File: config.mk
export PLATFORM = sky130hd
export DESIGN_NAME = mct_census_core
export DESIGN_NICKNAME = d
export VERILOG_FILES = /design/src/rtl/mct_pkg.sv /design/src/rtl/mct_census_core.sv
export SDC_FILE = /design/constraint.sdc
export NUM_CORES = 2
export LEC_CHECK = 0
export BUFFER_PORTS_ARGS = -buffer_cell sky130_fd_sc_hd__buf_2
export CELL_PAD_IN_SITES_DETAIL_PLACEMENT = 0
export CELL_PAD_IN_SITES_GLOBAL_PLACEMENT = 2
export CORE_UTILIZATION = 47
export CTS_BUF_LIST = sky130_fd_sc_hd__clkbuf_16
export CTS_CLUSTER_DIAMETER = 150
export DETAILED_ROUTE_END_ITERATION = 7
export GPL_TIMING_DRIVEN = 1
export PLACE_DENSITY = 0.89
export SYNTH_ARGS = -nofsm -noshare
export SYNTH_HDL_FRONTEND = slang
export SYNTH_SLANG_ARGS = --single-unit
File: constraint.sdc
create_clock -name i_clk -period 5.45 [get_ports i_clk]
set_clock_uncertainty 0.15 [all_clocks]
set_input_delay 0 -clock i_clk [delete_from_list [all_inputs] [get_ports i_clk]]
set_output_delay 0 -clock i_clk [all_outputs]
set_load 0.01 [all_outputs]
File: src/rtl/mct_pkg.sv
// Shared types and constants for the mean census transform block.
`default_nettype none
package mct_pkg;
    localparam int MaxWidth  = 2048;
    localparam int MaxHeight = 2048;
    localparam int AddrW     = $clog2(MaxWidth);
    localparam int Lines     = 6;
    localparam int WinRows   = 7;
    localparam int WinCols   = 9;
    localparam int HalfRows  = 3;
    localparam int HalfCols  = 4;
    localparam int CodeW     = WinRows * WinCols - 1;
    localparam int CoordW    = 11;
    localparam int CfgW      = 12;
    localparam int RowSumW   = 12;
    localparam int SumW      = 14;
    localparam int ProdW     = 24;
    // floor(sum/63) estimate: (sum * 1040) >> 16 is exact or one low over 0..16065
    localparam logic [10:0] RecipMul = 11'd1040;
    localparam logic [5:0]  WinArea  = 6'd63;

    localparam logic CfgWidth  = 1'b0;
    localparam logic CfgHeight = 1'b1;

    typedef logic [WinRows-1:0][WinCols-1:0][7:0] t_win;
    typedef logic [Lines*8-1:0] t_line_word;

    typedef struct packed {
        logic [CoordW-1:0] row;
        logic [CoordW-1:0] col;
        logic              done;
    } t_meta;
endpackage
`default_nettype wire

File: src/rtl/mct_census_core.sv
// Window mean and census code pipeline: row sums, total, mean, compare.
`default_nettype none
module mct_census_core
    import mct_pkg::*;
(
    input  wire logic        i_clk,
    input  wire logic        i_rst_n,
    input  wire logic        i_en,
    input  wire logic        i_valid,
    input  wire t_win        i_win,
    input  wire t_meta       i_meta,
    output logic             o_valid,
    output logic [CodeW-1:0] o_code,
    output t_meta            o_meta
);
    logic [3:0] r_v;
    t_win       r_win_c, r_win_d, r_win_e, r_win_f;
    t_meta      r_meta_c, r_meta_d, r_meta_e, r_meta_f, r_meta_g;
    logic [WinRows-1:0][RowSumW-1:0] r_rsum, n_rsum;
    logic [SumW-1:0]  r_sum_d, r_sum_e, n_sum;
    logic [ProdW-1:0] r_prod;
    logic [7:0]       r_mean, n_mean;
    logic [7:0]       q_est;
    logic [SumW-1:0]  rem;
    logic [CodeW-1:0] r_code, n_code;
    logic             r_out_v;

    always_comb begin
        for (int y = 0; y < WinRows; y++) begin
            n_rsum[y] = '0;
            for (int x = 0; x < WinCols; x++)
                n_rsum[y] = n_rsum[y] + RowSumW'(i_win[y][x]);
        end
    end

    always_comb begin
        n_sum = '0;
        for (int y = 0; y < WinRows; y++) n_sum = n_sum + SumW'(r_rsum[y]);
    end

    always_comb begin
        q_est  = r_prod[ProdW-1:16];
        rem    = r_sum_e - SumW'(q_est) * SumW'(WinArea);
        n_mean = (rem >= SumW'(WinArea)) ? q_est + 8'd1 : q_est;
    end

    always_comb begin
        int b;
        b = CodeW - 1;
        n_code = '0;
        for (int y = 0; y < WinRows; y++)
            for (int x = 0; x < WinCols; x++)
                if (!(y == HalfRows && x == HalfCols)) begin
                    n_code[b] = r_win_f[y][x] < r_mean;
                    b = b - 1;
                end
    end

    always_ff @(posedge i_clk) begin
        if (!i_rst_n) begin
            r_v     <= '0;
            r_out_v <= 1'b0;
        end else if (i_en) begin
            r_v     <= {r_v[2:0], i_valid};
            r_out_v <= r_v[3];
        end
    end

    always_ff @(posedge i_clk) begin
        if (i_en) begin
            r_rsum   <= n_rsum;
            r_win_c  <= i_win;
            r_meta_c <= i_meta;
            r_sum_d  <= n_sum;
            r_win_d  <= r_win_c;
            r_meta_d <= r_meta_c;
            r_prod   <= ProdW'(r_sum_d) * ProdW'(RecipMul);
            r_sum_e  <= r_sum_d;
            r_win_e  <= r_win_d;
            r_meta_e <= r_meta_d;
            r_mean   <= n_mean;
            r_win_f  <= r_win_e;
            r_meta_f <= r_meta_e;
            r_code   <= n_code;
            r_meta_g <= r_meta_f;
        end
    end

    assign o_valid = r_out_v;
    assign o_code  = r_code;
    assign o_meta  = r_meta_g;
endmodule
`default_nettype wire

==> impl_metrics.csv <==
group,metric,value,unit
run_status,outcome,"finished clean",
sta,rsz0062_at_grt,"true",
sta,finalCritPeriodShare,97.3,%
worst_hold_path,min_from,"i_en",
setup_path,path_class,"register to register",
floorplan,core_area,195000,um2
yosys,synth_edf_count,2289,
drt,top_layer_used,"met5",
setup_path,rrSetupSlack,0.15,ns
power_and_ir_drop,power.density,649,nW/um2
cells_and_area,area_growth,27.5,%
drt,wirelength,212,mm
clock_network,cts-root-buf,"clkbuf_16",
sta,fin_crit,5.30,ns
drt,met3WireLength,8.46,mm
cells_and_area,instances_no_fill,9318,
yosys,netlist_area,92500,um2
floorplan,dieHeight,446,um
setup_path,cp_max_fo,8,
floorplan,die_x,446,um
sta,slew_headroom,29.5,%
sta,final-setup-viol-count,0,
yosys,syn_avg_cell_area,20.4,um2
yosys,yosysSeqAreaShare,74.4,%
setup_path,crit-reg2reg-launch,"r_prod[18]$_DFFE_PP_",
grt,grt_pass1_wl,311,mm
power_and_ir_drop,p_leak,45.6,nW
cells_and_area,final_cell_mix,"2289 x edfxtp_1, 1046 x dlygate4sd3_1, 615 x buf_2",
cells_and_area,drive_above_1_share,15.9,%
worst_hold_path,min_to,"r_win_e[105]$_DFFE_PP_",
yosys,synth_ff_type,"edfxtp_1",
floorplan,die_area,199000,um2
setup_path,cpMaxStageDelayCell,"fa_1",
clock_network,clkSinkCount,2294,
floorplan,ios,617,
grt,grt_overflow,0,
cells_and_area,fillCellCount,13500,
grt,grt_pass1_vias,50300,
sta,max_clock_freq,189,MHz
setup_path,worstPathArrival,5.77,ns
clock_network,htreeDepth,4,
sta,holdWs,0.0987,ns
run,cap_violations,0,
grt,grt_antenna_before_repair,53,
worst_hold_path,hold_class,"input pin to register",
place,routabilityCongestion,0.859,
grt,grt_start_max_net_pins,176,
setup_path,cp_common_cell,"fa_1",
drt,drcViolationCount,0,
clock_network,clk_latency,0.87,ns
clock_network,tritoncts,"built",
yosys,async_reset_ff_share,0,%
yosys,syn_nets,6113,
clock_network,clockBufferDepth,3,
setup_path,rr_worst_depth,16,
drt,drt-vias-per-instance,4.98,
setup_path,worstPathRequired,5.91,ns
sta,drv_slew,0,
yosys,ys_types,57,
cells_and_area,nets,8055,
sta,hold_violations,0,
drt,vias,46400,
drt,drt-met1-wl,80.1,mm
setup_path,crit_path_cell_trace,"inv_2 -> fa_1 -> inv_1 -> fa_1 -> fa_1 -> fa_1 -> inv_1 -> ha_1 -> a21o_1 -> a21oi_2 -> o211ai_2 -> a221o_1 -> a21oi_4 -> xnor2_4 -> o2111ai_1 -> xnor2_1",
sta,setup_tns,0,ns
floorplan,start_util,47.4,%
worst_hold_path,hold_depth,2,
cells_and_area,final_common_cell,"edfxtp_1",
clock_network,numCtsBuffers,225,
place,portBuffers,616,
drt,detailedRoute.firstPassIterationCount,5,
grt,grt_use_total,21.5,%
yosys,yosysWarnings,0,
clock_network,clk_pin_slew,0.06,ns
setup_path,worstSetupStartpointType,"register",
place,detailedPlacementHpwl,137,mm
floorplan,fp-row-count,162,
place,placed_cells,7818,
drt,drt_iter0_markers,3620,
drt,met2_length,113,mm
power_and_ir_drop,peakVddDrop,0.00147,V
drt,postRouteAntennaNets,0,
setup_path,cp-end-kind,"register",
setup_path,critPathMaxStageDelay,0.52,ns
drt,post_drt_wl_per_cell,22.8,um
yosys,syn_inst,4527,
power_and_ir_drop,finalPower,0.0765,W
setup_path,r2r-end,"r_mean[6]$_DFFE_PP_",
yosys,synth_seq_cells,2294,
sta,worst_slew_pin_slew,1.06,ns
sequential cells by signal (all words and copies together) (netlist names), 14 cells and up:
signal and count:
r_win_c 496, r_win_d 496, r_win_e 496, r_win_f 496, r_rsum 84, o_code 62
o_meta 23, r_meta_c 23, r_meta_d 23, r_meta_e 23, r_meta_f 23, r_sum_d 14
r_sum_e 14
critical path, delay by kind of cell (launching register included):
| family | cells | cell delay, ns |
|---|---|---|
| flip-flops | 1 | 0.44 |
| AO/OA/AOI/OAI | 6 | 1.40 |
| buffers and inverters | 3 | 0.23 |
| XOR/XNOR | 2 | 0.35 |
| adder cells (fa/ha/maj) | 5 | 2.46 |
worst max path at each step:
stage / startpoint / end / slack (ns)
after floorplan: r_prod[21]$_DFFE_PP_ / r_mean[5]$_DFFE_PP_ / 0.50
after global placement: r_prod[18]$_DFFE_PP_ / r_mean[6]$_DFFE_PP_ / 0.30
after detailed placement: r_prod[18]$_DFFE_PP_ / r_mean[6]$_DFFE_PP_ / 0.14
after CTS: r_prod[18]$_DFFE_PP_ / r_mean[6]$_DFFE_PP_ / 0.12
after global routing: r_prod[18]$_DFFE_PP_ / r_mean[6]$_DFFE_PP_ / -0.009
final: r_prod[18]$_DFFE_PP_ / r_mean[6]$_DFFE_PP_ / 0.15
where the power goes:
part	internal, W	leakage [nW]	total (W)	switching [W]
clock	0.00942	3.91	0.0163	0.00687
combinational	0.0157	19.3	0.0366	0.0210
sequential	0.0228	22.4	0.0236	0.000853
cells in the mapped netlist, drive strengths merged, types with 4 or more instances:
master	instances	area [um2]
nor2	90	340
nor2b	77	482
inv	245	920
a21oi	111	571
a21o	206	1550
nand2	38	143
dfxtp	5	100
o211ai	7	57.6
xor2	14	123
a21boi	6	45.0
a211oi	5	52.6
o2111ai	4	52.6
clkbuf	7	26.3
nand2b	69	432
nor3	12	60.1
nand3	7	40.0
o2bb2ai	62	543
fa	465	9310
mux2i	6	60.1
edfxtp	2289	68700
o21a	8	60.1
o21bai	10	75.1
xnor2	64	568
o21ai	100	500
ha	590	7380
final cells by class:
type,instances,area (um2),share of cell area [%]
Sequential cell,2294,68800,58.4
Antenna cell,30,75.1,0.0637
Clock inverter,196,2220,1.88
Multi-Input combinational cell,1981,22700,19.3
Clock buffer,226,5660,4.80
Timing Repair Buffer,1722,14200,12.0
Inverter,245,928,0.787
Tap cell,2624,3280,2.78
logic make-up (layout without fill, tap and decap cells):
group | after synthesis | count (layout) | synth area share (%)
simple gates | 309 | 309 | 1.75
buf+inv | 252 | 2389 | 1.02
compound gates | 532 | 532 | 3.94
fa+ha+maj | 1055 | 1055 | 18.0
other cells | 0 | 30 | 0
mux | 7 | 7 | 0.0812
xor+xnor | 78 | 78 | 0.747
flops | 2294 | 2294 | 74.4
what timing repair did:
action / 4_1_cts / 5_1_grt
hold endpoints to repair: 1270 / 0
gates resized for setup: 0 / 5
setup endpoints to repair: 0 / 8
setup buffers: 0 / 2
hold buffers: 1046 / 0
layer usage:
metal	track usage, %	vias up
li1	-	21100
met1	25.1	23400
met2	38.8	1376
met3	3.07	522
met4	10.6	6
met5	0	-
metrics by stage:
stage / setup WS (ns) / area [um2] / util [%]
5_1_grt: -0.00924 / 118000 / 60.4
2_1_floorplan: 0.500 / 92500 / -
4_1_cts: 0.116 / 118000 / 60.4
3_5_place_dp: 0.136 / 99500 / 51.0
6_report: 0.149 / 118000 / 60.4
3_3_place_gp: 0.299 / 99500 / 51.0
Power figures use the tool's default switching activity.
